--- config.mk ---
export PLATFORM = sky130hd
export DESIGN_NAME = midi_event_step_sequencer
export DESIGN_NICKNAME = d
export VERILOG_FILES = /design/src/hw/rtl/mseq_pkg.sv /design/src/hw/rtl/mseq_event_mem.sv /design/src/hw/rtl/mseq_ctrl.sv /design/src/hw/rtl/midi_event_step_sequencer.sv
export SDC_FILE = /design/constraint.sdc
export NUM_CORES = 2
export LEC_CHECK = 0
export BUFFER_PORTS_ARGS = -buffer_cell sky130_fd_sc_hd__clkbuf_2
export CAP_MARGIN = 10
export CORE_UTILIZATION = 60
export DETAILED_ROUTE_END_ITERATION = 8
export PLACE_DENSITY = 0.76
export SLEW_MARGIN = 20
export SYNTH_ARGS = -nofsm -noshare
export SYNTH_HDL_FRONTEND = slang
export SYNTH_SLANG_ARGS = --single-unit
export TNS_END_PERCENT = 5
--- constraint.sdc ---
create_clock -name clk -period 9.5 [get_ports clk]
set_clock_uncertainty 0.05 [all_clocks]
set_input_delay 0.475 -clock clk [delete_from_list [all_inputs] [get_ports clk]]
set_output_delay 0.475 -clock clk [all_outputs]
set_load 0.02 [all_outputs]
--- src/hw/rtl/mseq_pkg.sv ---
// Shared types and constants for the MIDI event step sequencer.
// No dependencies; used by every module of the block.
package mseq_pkg;

	// Input command codes
	localparam logic [1:0] CMD_SAMPLE = 2'd0;
	localparam logic [1:0] CMD_ADD    = 2'd1;
	localparam logic [1:0] CMD_CLEAR  = 2'd2;

	// Configuration register indexes
	localparam logic [1:0] REG_RUN_ENABLE       = 2'd0;
	localparam logic [1:0] REG_SAMPLES_PER_TICK = 2'd1;
	localparam logic [1:0] REG_LOOP_LENGTH      = 2'd2;

	localparam int unsigned CFG_DATA_W = 16;

	// Reset values of the configuration registers
	localparam logic [11:0] SPT_RESET  = 12'd48;
	localparam logic [15:0] LOOP_RESET = 16'd384;

	// One stored note event, 48 bits
	typedef struct packed {
		logic [15:0] position;
		logic [7:0]  ev_type;
		logic [7:0]  byte_one;
		logic [7:0]  byte_two;
		logic [7:0]  byte_three;
	} event_t;

	// Configuration register set
	typedef struct packed {
		logic        run_enable;
		logic [11:0] samples_per_tick;
		logic [15:0] loop_length;
	} cfg_t;

endpackage

--- src/hw/rtl/mseq_event_mem.sv ---
// Event store: single-port-write, single-port-read synchronous RAM.
// Read data is registered. Uses mseq_pkg::event_t.
module mseq_event_mem #(
	parameter int unsigned DEPTH = 64,
	parameter int unsigned AW    = 6
) (
	input  logic                  clk,
	input  logic                  we,
	input  logic [AW-1:0]         waddr,
	input  mseq_pkg::event_t      wdata,
	input  logic                  re,
	input  logic [AW-1:0]         raddr,
	output mseq_pkg::event_t      rdata
);

	mseq_pkg::event_t mem [DEPTH];
	mseq_pkg::event_t rdata_q;

	// Write port
	always_ff @(posedge clk) begin
		if (we) begin
			mem[waddr] <= wdata;
		end
	end

	// Registered read port; holds its value when not enabled
	always_ff @(posedge clk) begin
		if (re) begin
			rdata_q <= mem[raddr];
		end
	end

	assign rdata = rdata_q;

endmodule

--- src/hw/rtl/mseq_ctrl.sv ---
// Sequencer control: command decode, fill count, sample/tick counters,
// store scan and output register. Depends on mseq_pkg, drives mseq_event_mem.
module mseq_ctrl #(
	parameter int unsigned MAX_EVENTS = 64,
	parameter int unsigned AW         = 6,
	parameter int unsigned CW         = 7
) (
	input  logic                  clk,
	input  logic                  arst_n,
	input  mseq_pkg::cfg_t        cfg,
	// request channel
	input  logic                  in_valid,
	output logic                  in_stall,
	input  logic [1:0]            command,
	input  mseq_pkg::event_t      in_evt,
	// result channel
	output logic                  out_valid,
	input  logic                  out_stall,
	output mseq_pkg::event_t      out_evt,
	output logic                  out_last,
	// event store
	output logic                  mem_we,
	output logic [AW-1:0]         mem_waddr,
	output mseq_pkg::event_t      mem_wdata,
	output logic                  mem_re,
	output logic [AW-1:0]         mem_raddr,
	input  mseq_pkg::event_t      mem_rdata
);

	localparam logic [1:0] ST_IDLE  = 2'd0;
	localparam logic [1:0] ST_READ  = 2'd1;
	localparam logic [1:0] ST_CHECK = 2'd2;
	localparam logic [1:0] ST_FLUSH = 2'd3;

	localparam logic [CW-1:0] COUNT_MAX = CW'(MAX_EVENTS);

	logic [1:0]       state_q;
	logic [CW-1:0]    count_q;
	logic [11:0]      sample_q;
	logic [15:0]      tick_q;
	logic [15:0]      scan_tick_q;
	logic [AW-1:0]    idx_q;
	logic             pend_valid_q;
	mseq_pkg::event_t pend_q;
	logic             out_valid_q;
	mseq_pkg::event_t out_evt_q;
	logic             out_last_q;

	logic             in_acc;
	logic             is_add;
	logic             is_clear;
	logic             is_sample;
	logic             room;
	logic             start_scan;
	logic [11:0]      spt_m1;
	logic [15:0]      len_m1;
	logic             can_load;
	logic             hit;
	logic             load_out;
	logic             load_last;

	// Request decode
	assign in_stall  = (state_q != ST_IDLE);
	assign in_acc    = in_valid && !in_stall;
	assign is_add    = in_acc && (command == mseq_pkg::CMD_ADD);
	assign is_clear  = in_acc && (command == mseq_pkg::CMD_CLEAR);
	assign is_sample = in_acc && (command == mseq_pkg::CMD_SAMPLE) && cfg.run_enable;
	assign room      = (count_q < COUNT_MAX);
	assign start_scan = is_sample && (sample_q == 12'd0) && (count_q != '0);

	// Wrap points; a zero period acts like one
	assign spt_m1 = (cfg.samples_per_tick == 12'd0) ? 12'd0 : cfg.samples_per_tick - 12'd1;
	assign len_m1 = (cfg.loop_length == 16'd0) ? 16'd0 : cfg.loop_length - 16'd1;

	// Store access: adds write at the fill count, the scan reads one entry
	assign mem_we    = is_add && room;
	assign mem_waddr = AW'(count_q);
	assign mem_wdata = in_evt;
	assign mem_re    = (state_q == ST_READ);
	assign mem_raddr = idx_q;

	// Output register handoff
	assign can_load = !out_valid_q || !out_stall;
	assign hit      = (mem_rdata.position == scan_tick_q);

	always_comb begin
		load_out  = 1'b0;
		load_last = 1'b0;
		case (state_q)
			ST_CHECK: begin
				load_out = hit && pend_valid_q && can_load;
			end
			ST_FLUSH: begin
				load_out  = pend_valid_q && can_load;
				load_last = 1'b1;
			end
			default: begin
				load_out = 1'b0;
			end
		endcase
	end

	// Fill count and prescaler/tick counters
	always_ff @(posedge clk or negedge arst_n) begin
		if (!arst_n) begin
			count_q  <= '0;
			sample_q <= '0;
			tick_q   <= '0;
		end else begin
			if (is_clear) begin
				count_q <= '0;
			end else if (is_add && room) begin
				count_q <= count_q + CW'(1);
			end
			if (is_sample) begin
				if (sample_q < spt_m1) begin
					sample_q <= sample_q + 12'd1;
				end else begin
					sample_q <= '0;
					tick_q   <= (tick_q < len_m1) ? tick_q + 16'd1 : 16'd0;
				end
			end
		end
	end

	// Scan sequencer: newest entry first, one match held back so the final
	// match can be marked as last
	always_ff @(posedge clk or negedge arst_n) begin
		if (!arst_n) begin
			state_q      <= ST_IDLE;
			idx_q        <= '0;
			pend_valid_q <= 1'b0;
		end else begin
			case (state_q)
				ST_IDLE: begin
					if (start_scan) begin
						idx_q   <= AW'(count_q - CW'(1));
						state_q <= ST_READ;
					end
				end
				ST_READ: begin
					state_q <= ST_CHECK;
				end
				ST_CHECK: begin
					if (!(hit && pend_valid_q && !can_load)) begin
						if (hit) begin
							pend_valid_q <= 1'b1;
						end
						if (idx_q == '0) begin
							state_q <= ST_FLUSH;
						end else begin
							idx_q   <= idx_q - AW'(1);
							state_q <= ST_READ;
						end
					end
				end
				ST_FLUSH: begin
					if (!pend_valid_q) begin
						state_q <= ST_IDLE;
					end else if (can_load) begin
						pend_valid_q <= 1'b0;
						state_q      <= ST_IDLE;
					end
				end
				default: begin
					state_q <= ST_IDLE;
				end
			endcase
		end
	end

	// Scan payload registers
	always_ff @(posedge clk) begin
		if (start_scan) begin
			scan_tick_q <= tick_q;
		end
		if (state_q == ST_CHECK && hit && !(pend_valid_q && !can_load)) begin
			pend_q <= mem_rdata;
		end
	end

	// Output register
	always_ff @(posedge clk or negedge arst_n) begin
		if (!arst_n) begin
			out_valid_q <= 1'b0;
		end else if (load_out) begin
			out_valid_q <= 1'b1;
		end else if (!out_stall) begin
			out_valid_q <= 1'b0;
		end
	end

	always_ff @(posedge clk) begin
		if (load_out) begin
			out_evt_q  <= pend_q;
			out_last_q <= load_last;
		end
	end

	assign out_valid = out_valid_q;
	assign out_evt   = out_evt_q;
	assign out_last  = out_last_q;

	// Fill count never passes the store depth
	a_count_bound: assert property (@(posedge clk) disable iff (!arst_n)
		count_q <= COUNT_MAX)
		else $error("fill count above store depth");

	// No held-back match survives outside a scan
	a_pend_idle: assert property (@(posedge clk) disable iff (!arst_n)
		(state_q == ST_IDLE) |-> !pend_valid_q)
		else $error("pending match left after scan");

	// An add on a full store leaves the count alone
	a_full_drop: assert property (@(posedge clk) disable iff (!arst_n)
		(is_add && !room) |=> (count_q == COUNT_MAX))
		else $error("add on full store changed count");

	// The store is never written during a scan
	a_no_write_scan: assert property (@(posedge clk) disable iff (!arst_n)
		(state_q != ST_IDLE) |-> !mem_we)
		else $error("store write during scan");

endmodule

--- src/hw/rtl/midi_event_step_sequencer.sv ---
// MIDI event step sequencer: holds up to MAX_EVENTS note events and fires the
// ones whose position equals the current tick. An add or clear request does not
// hold the request channel, nor does a sample request that does not land on a
// tick boundary or finds the store empty. A sample request at prescaler zero
// scans the store newest first through the event RAM, each entry read, then
// compared, since the RAM's read data is registered; it holds the request
// channel until the scan is through, and longer while the result channel stalls
// and a match waits for the output register. Results come out in store order
// from newest to oldest, the last one flagged.
// Depends on mseq_pkg, mseq_ctrl and mseq_event_mem.
module midi_event_step_sequencer #(
	parameter int unsigned MAX_EVENTS = 64
) (
	input  logic        clk,
	input  logic        arst_n,
	// configuration write port
	input  logic        cfg_we,
	input  logic [1:0]  cfg_index,
	input  logic [15:0] cfg_data,
	// request channel
	input  logic        in_valid,
	output logic        in_stall,
	input  logic [1:0]  command,
	input  logic [15:0] event_position,
	input  logic [7:0]  event_type,
	input  logic [7:0]  event_byte_one,
	input  logic [7:0]  event_byte_two,
	input  logic [7:0]  event_byte_three,
	// result channel
	output logic        out_valid,
	input  logic        out_stall,
	output logic [15:0] fired_position,
	output logic [7:0]  fired_type,
	output logic [7:0]  fired_byte_one,
	output logic [7:0]  fired_byte_two,
	output logic [7:0]  fired_byte_three,
	output logic        last_fired
);

	localparam int unsigned AW = (MAX_EVENTS > 1) ? $clog2(MAX_EVENTS) : 1;
	localparam int unsigned CW = $clog2(MAX_EVENTS + 1);

	mseq_pkg::cfg_t   cfg_q;
	mseq_pkg::event_t in_evt;
	mseq_pkg::event_t out_evt;
	logic             mem_we;
	logic [AW-1:0]    mem_waddr;
	mseq_pkg::event_t mem_wdata;
	logic             mem_re;
	logic [AW-1:0]    mem_raddr;
	mseq_pkg::event_t mem_rdata;

	// Configuration registers
	always_ff @(posedge clk or negedge arst_n) begin
		if (!arst_n) begin
			cfg_q.run_enable       <= 1'b1;
			cfg_q.samples_per_tick <= mseq_pkg::SPT_RESET;
			cfg_q.loop_length      <= mseq_pkg::LOOP_RESET;
		end else if (cfg_we) begin
			case (cfg_index)
				mseq_pkg::REG_RUN_ENABLE: begin
					cfg_q.run_enable <= cfg_data[0];
				end
				mseq_pkg::REG_SAMPLES_PER_TICK: begin
					cfg_q.samples_per_tick <= cfg_data[11:0];
				end
				mseq_pkg::REG_LOOP_LENGTH: begin
					cfg_q.loop_length <= cfg_data;
				end
				default: begin
					cfg_q <= cfg_q;
				end
			endcase
		end
	end

	assign in_evt.position   = event_position;
	assign in_evt.ev_type    = event_type;
	assign in_evt.byte_one   = event_byte_one;
	assign in_evt.byte_two   = event_byte_two;
	assign in_evt.byte_three = event_byte_three;

	mseq_ctrl #(
		.MAX_EVENTS (MAX_EVENTS),
		.AW         (AW),
		.CW         (CW)
	) u_ctrl (
		.clk       (clk),
		.arst_n    (arst_n),
		.cfg       (cfg_q),
		.in_valid  (in_valid),
		.in_stall  (in_stall),
		.command   (command),
		.in_evt    (in_evt),
		.out_valid (out_valid),
		.out_stall (out_stall),
		.out_evt   (out_evt),
		.out_last  (last_fired),
		.mem_we    (mem_we),
		.mem_waddr (mem_waddr),
		.mem_wdata (mem_wdata),
		.mem_re    (mem_re),
		.mem_raddr (mem_raddr),
		.mem_rdata (mem_rdata)
	);

	mseq_event_mem #(
		.DEPTH (MAX_EVENTS),
		.AW    (AW)
	) u_mem (
		.clk   (clk),
		.we    (mem_we),
		.waddr (mem_waddr),
		.wdata (mem_wdata),
		.re    (mem_re),
		.raddr (mem_raddr),
		.rdata (mem_rdata)
	);

	assign fired_position   = out_evt.position;
	assign fired_type       = out_evt.ev_type;
	assign fired_byte_one   = out_evt.byte_one;
	assign fired_byte_two   = out_evt.byte_two;
	assign fired_byte_three = out_evt.byte_three;

endmodule

# Word-level counts from Yosys, hierarchy flattened
# Memory sizes are Yosys's and may differ from the RTL's. A register that Yosys moved wholly into a read port is not among the register bits.
# Index checks and enable logic that the tools add are counted.
[word_totals]
register_bits = 187
ramBits = 3072
inputBits = 73
output_inout_bits = 51
wordCells = 115
n_memories = 1
[op_classes]
add_sub_neg = 7
magnitude_cmp = 3
eq_ne = 14
n_mux = 27
bitwise_logic = 1
reduce_logical = 40
[mem_list]
columns = ["name", "words", "word_bits", "read_ports", "rd_ports_with_merged_regs", "wr", "line", "text"]
rows = [
  ["u_mem.mem", 64, 48, 1, 1, 1, "mseq_event_mem.sv:16", "mseq_pkg::event_t mem [DEPTH];"],
]
[op_table]
columns = ["operator", "n"]
rows = [
  ["2-to-1 mux 16 bit", 2],
  ["zero test 12 bit", 2],
  ["2-to-1 mux 12 bit", 2],
  ["2-to-1 mux 6 bit", 3],
  ["adder 16 x 1 -> 16 bit (second input constant)", 1],
  ["equality test 16 bit", 1],
  ["zero test 16 bit", 1],
  ["< comparator 16 bit", 1],
  ["subtractor 16 x 1 -> 16 bit (second input constant)", 1],
  ["logical AND 1 bit", 15],
  ["2-to-1 mux 7 bit", 2],
  ["adder 12 x 1 -> 12 bit (second input constant)", 1],
  ["< comparator 12 bit", 1],
  ["case mux 6 bit (2 select lines)", 1],
  ["subtractor 12 x 1 -> 12 bit (second input constant)", 1],
  ["subtractor 6 x 1 -> 6 bit (second input constant)", 2],
  ["2-to-1 mux 2 bit", 5],
  ["2-to-1 mux 1 bit", 9],
  ["equality test 2 bit (second input constant)", 4],
  ["case mux 2 bit (4 select lines)", 1],
  ["AND reduction 2 bit", 4],
  ["nonzero test 2 bit", 4],
  ["adder 7 x 1 -> 7 bit (second input constant)", 1],
  ["< comparator 7 bit (second input constant)", 1],
  ["other kinds (13)", 26],
]

# Depth between registers and ports, before layout
[logic_depth]
ltp_word = 9
mapped_depth = 15
depth_no_buf = 14

# Modules after synthesis
# A second synthesis with hierarchy kept.
[unflattened]
hier_cells = 5700
hier_area_um2 = 126656.5
[by_module_without_submodules]
columns = ["module", "instances", "cells_per_inst", "area_each_um2"]
rows = [
  ["mseq_event_mem", 1, 4970, 117597.8],
  ["mseq_ctrl", 1, 667, 7892.6],
  ["midi_event_step_sequencer", 1, 63, 1166.1],
]

# Worst setup path after synthesis
# Ideal clock, no wire load.
[synth_timing]
kind = "register -> register"
startpoint = "reg u_ctrl.state_q[0]"
endpoint = "mem u_mem.mem[7][0] (netlist bit) (enable)"
setup_ps = 513
arrival_time_ps = 4953
required_ps = 8937
setup_slack_ps = 3984
stages_incl_launch_ff = 8
period_less_slack_ps = 5516
cell_sequence = "dfrtp_1 buf_6 nor4b_4 and3b_1 clkbuf_1 nand2_1 or2_2 nor3_1"
[synth_via]
elab_chain_cells = 7
[synth_rtl]
columns = ["element", "line", "text"]
rows = [
  ["start: declaration", "mseq_ctrl.sv:37", "logic [1:0] state_q;"],
  ["start signal: assignment", "mseq_ctrl.sv:130", "state_q <= ST_IDLE;"],
  ["start signal: assignment", "mseq_ctrl.sv:138", "state_q <= ST_READ;"],
  ["start signal: assignment", "mseq_ctrl.sv:142", "state_q <= ST_CHECK;"],
  ["nonzero test 2 bit", "mseq_ctrl.sv:63", "assign in_stall = (state_q != ST_IDLE);"],
  ["zero test 1 bit", "mseq_ctrl.sv:64", "assign in_acc = in_valid && !in_stall;"],
  ["logical AND 1 bit", "mseq_ctrl.sv:64", ""],
  ["logical AND 1 bit", "mseq_ctrl.sv:65", "assign is_add = in_acc && (command == mseq_pkg::CMD_ADD);"],
  ["logical AND 1 bit", "mseq_ctrl.sv:76", "assign mem_we = is_add && room;"],
  ["2-to-1 mux 1 bit", "mseq_event_mem.sv:21", "if (we) begin"],
  ["2-to-1 mux 1 bit (implied by the code)", "mseq_event_mem.sv:22", "mem[waddr] <= wdata;"],
  ["end: declaration", "mseq_event_mem.sv:16", ""],
]
# Every way passes these cells.

# Worst setup path in the final report
[layout_timing]
startpoint = "reg u_ctrl.state_q[1]"
endpoint = "mem u_mem.mem[59][7] (netlist bit) (enable)"
# Same word-level chain as after synthesis.

==> metrics <==
Final Hold Viols 0; CTS Buf Count about 340; CTS clk-pin slew, worst paths around 60 ps; HPWL Detailed 175000 um; WHS Endpoint u_mem.mem[62][2]$_DFFE_PP_; gr busiest metal met2; most frequent cells in the layout edfxtp_1 (3233), mux4_2 (774), clkbuf_16 (343); Core ar. around 210000 um2; DR WL/cell ~38 um; FP Rows between 150 and 200; RSZ-0062 raised after global routing false; Avg Inst Size Synth 22.2 um2; vias ~66000; async set-reset flop share out of synthesis under 10%; fin crit period roughly 5000 ps; GPL Wtd Cong about 0.83; Crit Path Max Fanout 29; #FFs+latches synth about 3300; crit path buf inv count 1; Sink Count approximately 3300; outcome complete, no violations; worst path arrival time 5600 ps; Worst Reg-to-Reg Cells 5; post-synthesis instance area ~130000 um2; detailed-route vias per instance 7.23; Synth area leader edfxtp_1; IO Pins between 100 and 150; Most used DFF post-synth edfxtp_1; VDD IR max between 0.2 and 0.25 mV; commonest non-fill, non-tap cell in the layout edfxtp_1; die area 214000 um2; Max Freq 195 MHz; H-Tree Depth 5; Largest delay share family, worst path simple AND/OR/NAND/NOR gates; clk root buf clkbuf_16; Slew headroom 18.0%; final setup violation count 0; 1st-iter DRT viols 11600; Worst-Margin Slew roughly 1200 ps; Post-CTS Repair Setup Buffers 0; met2 GRT Util between 50% and 60%; Startpoint Class flop; Final TNS setup 0 ps; Synth cell types 63; Max Transition Viols Final 0; layout cell share with drive strength beyond 1 about a quarter; die span in y between 400 and 500 um; EDFF count, synth about 3200; fin crit share 53.9%; syn nets between 5000 and 6000; pwr dens roughly 270 nW/um2; Syn-to-layout area delta 11.9%; Reg-to-Reg End u_mem.mem[59][7]$_DFFE_PP_; number of detailed-route iterations in the first pass 9; Max Cap Viol 0; Synth Warn # 0; Starting Density 60.5%; overall power about 40 mW; crit-path max cell delay around 1200 ps; met3 Usage GRT 10.4%; Critical Path End Type flop; r2r startpoint u_ctrl.state_q[1]$_DFFE_PN0P_; later-pin clock latency in the skew report a little under 1000 ps; Hold Crit Class input pin to flop; CTS tree done; critical-path cell list nor4b_4 -> and3b_1 -> nand4_1 -> nor2_4 -> buf_4; Max stage delay cell, worst path nor2_4; largest net degree at the start of global routing 135; Antenna Nets Post-Route 0; Mapped Cells 5733; post-synthesis sequential area ratio 77.9%; first-pass GRT wire length between 400000 and 500000 um; DRC errors left 0; GRT Total Usage between 30% and 40%; Data required, critical path between 9000 and 10000 ps; LEAKAGE about 46 nW; antenna violations before repair 19; slack of the worst reg-to-reg path ~4400 ps; worst hold path startpoint event_byte_three[2]; GRT Residual Overflow 0; share of the synthesized area in the top cell type about 76%; Post-Route WL 351000 um; GR Layer Usage met1 between 40 and 50%; CTS max path bufs 4; Area contributors post-synth edfxtp_1 (76%), mux4_2 (14%), mux2i_1 (1.4%), dfrtp_1 (1.4%), o221ai_1 (0.63%); Port Buffer Count ~120; Hold Path Cell Cnt 1; vias in the first global route ~65000; die width about 460 um; Crit Path Class flop to flop; final net count ~6000
-- kinds of logic (layout without fill, tap and decap cells) --
kind of cell,after synthesis,count (layout),synth area share (%)
AO/OA/AOI/OAI,494,494,2.62
XOR/XNOR,45,45,0.310
adder cells (fa/ha/maj),36,36,0.355
buffers and inverters,317,904,1.30
flip-flops,3307,3307,77.9
multiplexers,999,999,15.5
other,0,9,0
AND/OR/NAND/NOR,535,535,1.99
-- report_power, final --
group	total [mW]	internal [mW]	switching [mW]
sequential	16.6	16.3	0.341
combinational	9.64	4.19	5.45
clock	12.8	7.39	5.41
-- per-stage QoR --
step	util [%]	cells	area [um2]	setup slack, ps	hold slack, ps
6_report	67.7	9134	142000	4380	13.0
5_1_grt	67.7	9129	142000	4390	21.1
4_1_cts	67.7	9123	142000	4580	2.77
3_5_place_dp	62.6	8516	131000	4650	355
3_3_place_gp	62.5	8511	131000	4670	350
2_1_floorplan	-	5733	127000	3980	129
-- worst reg2reg max path, delay by kind of cell, from the launching register on --
kind / cells / cell delay, ps
buffers and inverters: 1 / 840
DFF: 1 / 510
and+or+nand+nor: 4 / 3260
-- registers in the layout, indices dropped and copies added, names as in the netlist, 6 cells and up --
register / count
cfg_q: 29
u_ctrl.count_q: 7
u_ctrl.mem_raddr: 6
u_ctrl.out_evt: 48
u_ctrl.pend_q: 48
u_ctrl.sample_q: 12
u_ctrl.scan_tick_q: 16
u_ctrl.tick_q: 16
u_mem.mem: 3072
u_mem.rdata: 48
-- worst max-delay path by stage --
stage / startpoint / end / slack [ps] / cells past startpoint
after floorplan: u_ctrl.state_q[0]$_DFFE_PN0P_ / u_mem.mem[7][0]$_DFFE_PP_ / 3980 / 7
after global placement: u_ctrl.mem_raddr[0]$_DFFE_PN0P_ / u_mem.rdata[13]$_DFFE_PN_ / 4670 / 6
after detailed placement: u_ctrl.state_q[1]$_DFFE_PN0P_ / u_mem.mem[48][24]$_DFFE_PP_ / 4650 / 6
after CTS: u_ctrl.state_q[1]$_DFFE_PN0P_ / u_mem.mem[59][12]$_DFFE_PP_ / 4580 / 5
after global routing: u_ctrl.state_q[1]$_DFFE_PN0P_ / u_mem.mem[49][39]$_DFFE_PP_ / 4390 / 6
final: u_ctrl.state_q[1]$_DFFE_PN0P_ / u_mem.mem[59][7]$_DFFE_PP_ / 4380 / 5
-- per-layer routing --
layer / part of all wire (%) / up-vias
met1: 34 / 34400
li1: - / 24900
met4: 4.9 / 22
met3: 15 / 941
met2: 46 / 5736
met5: 0.040 / -
-- synth_stat cells (all sizes together) (39+ instances only) --
| cell type | instances |
|---|---|
| o221ai | 91 |
| mux4 | 774 |
| o22ai | 70 |
| o21ai | 43 |
| mux2i | 180 |
| clkbuf | 113 |
| a21oi | 143 |
| nand2 | 198 |
| edfxtp | 3233 |
| dfrtp | 69 |
| nor2b | 39 |
| nor2 | 125 |
| buf | 185 |
| mux2 | 45 |
-- layout make-up --
class	instances	area [um2]
sequential	3307	99000
inverter	19	80.1
clock buffer	421	8920
multi-input combinational	2109	27000
tap	2805	3510
timing repair buffer	301	2230
clock inverter	163	1520
antenna	9	22.5
fill	12200	67800
-- repair_timing --
action                    CTS  global route
hold buffers               23             0
gates resized for setup     0             0
hold endpoints to repair  110             0
Note: power is estimated with default switching activity, not from simulation.
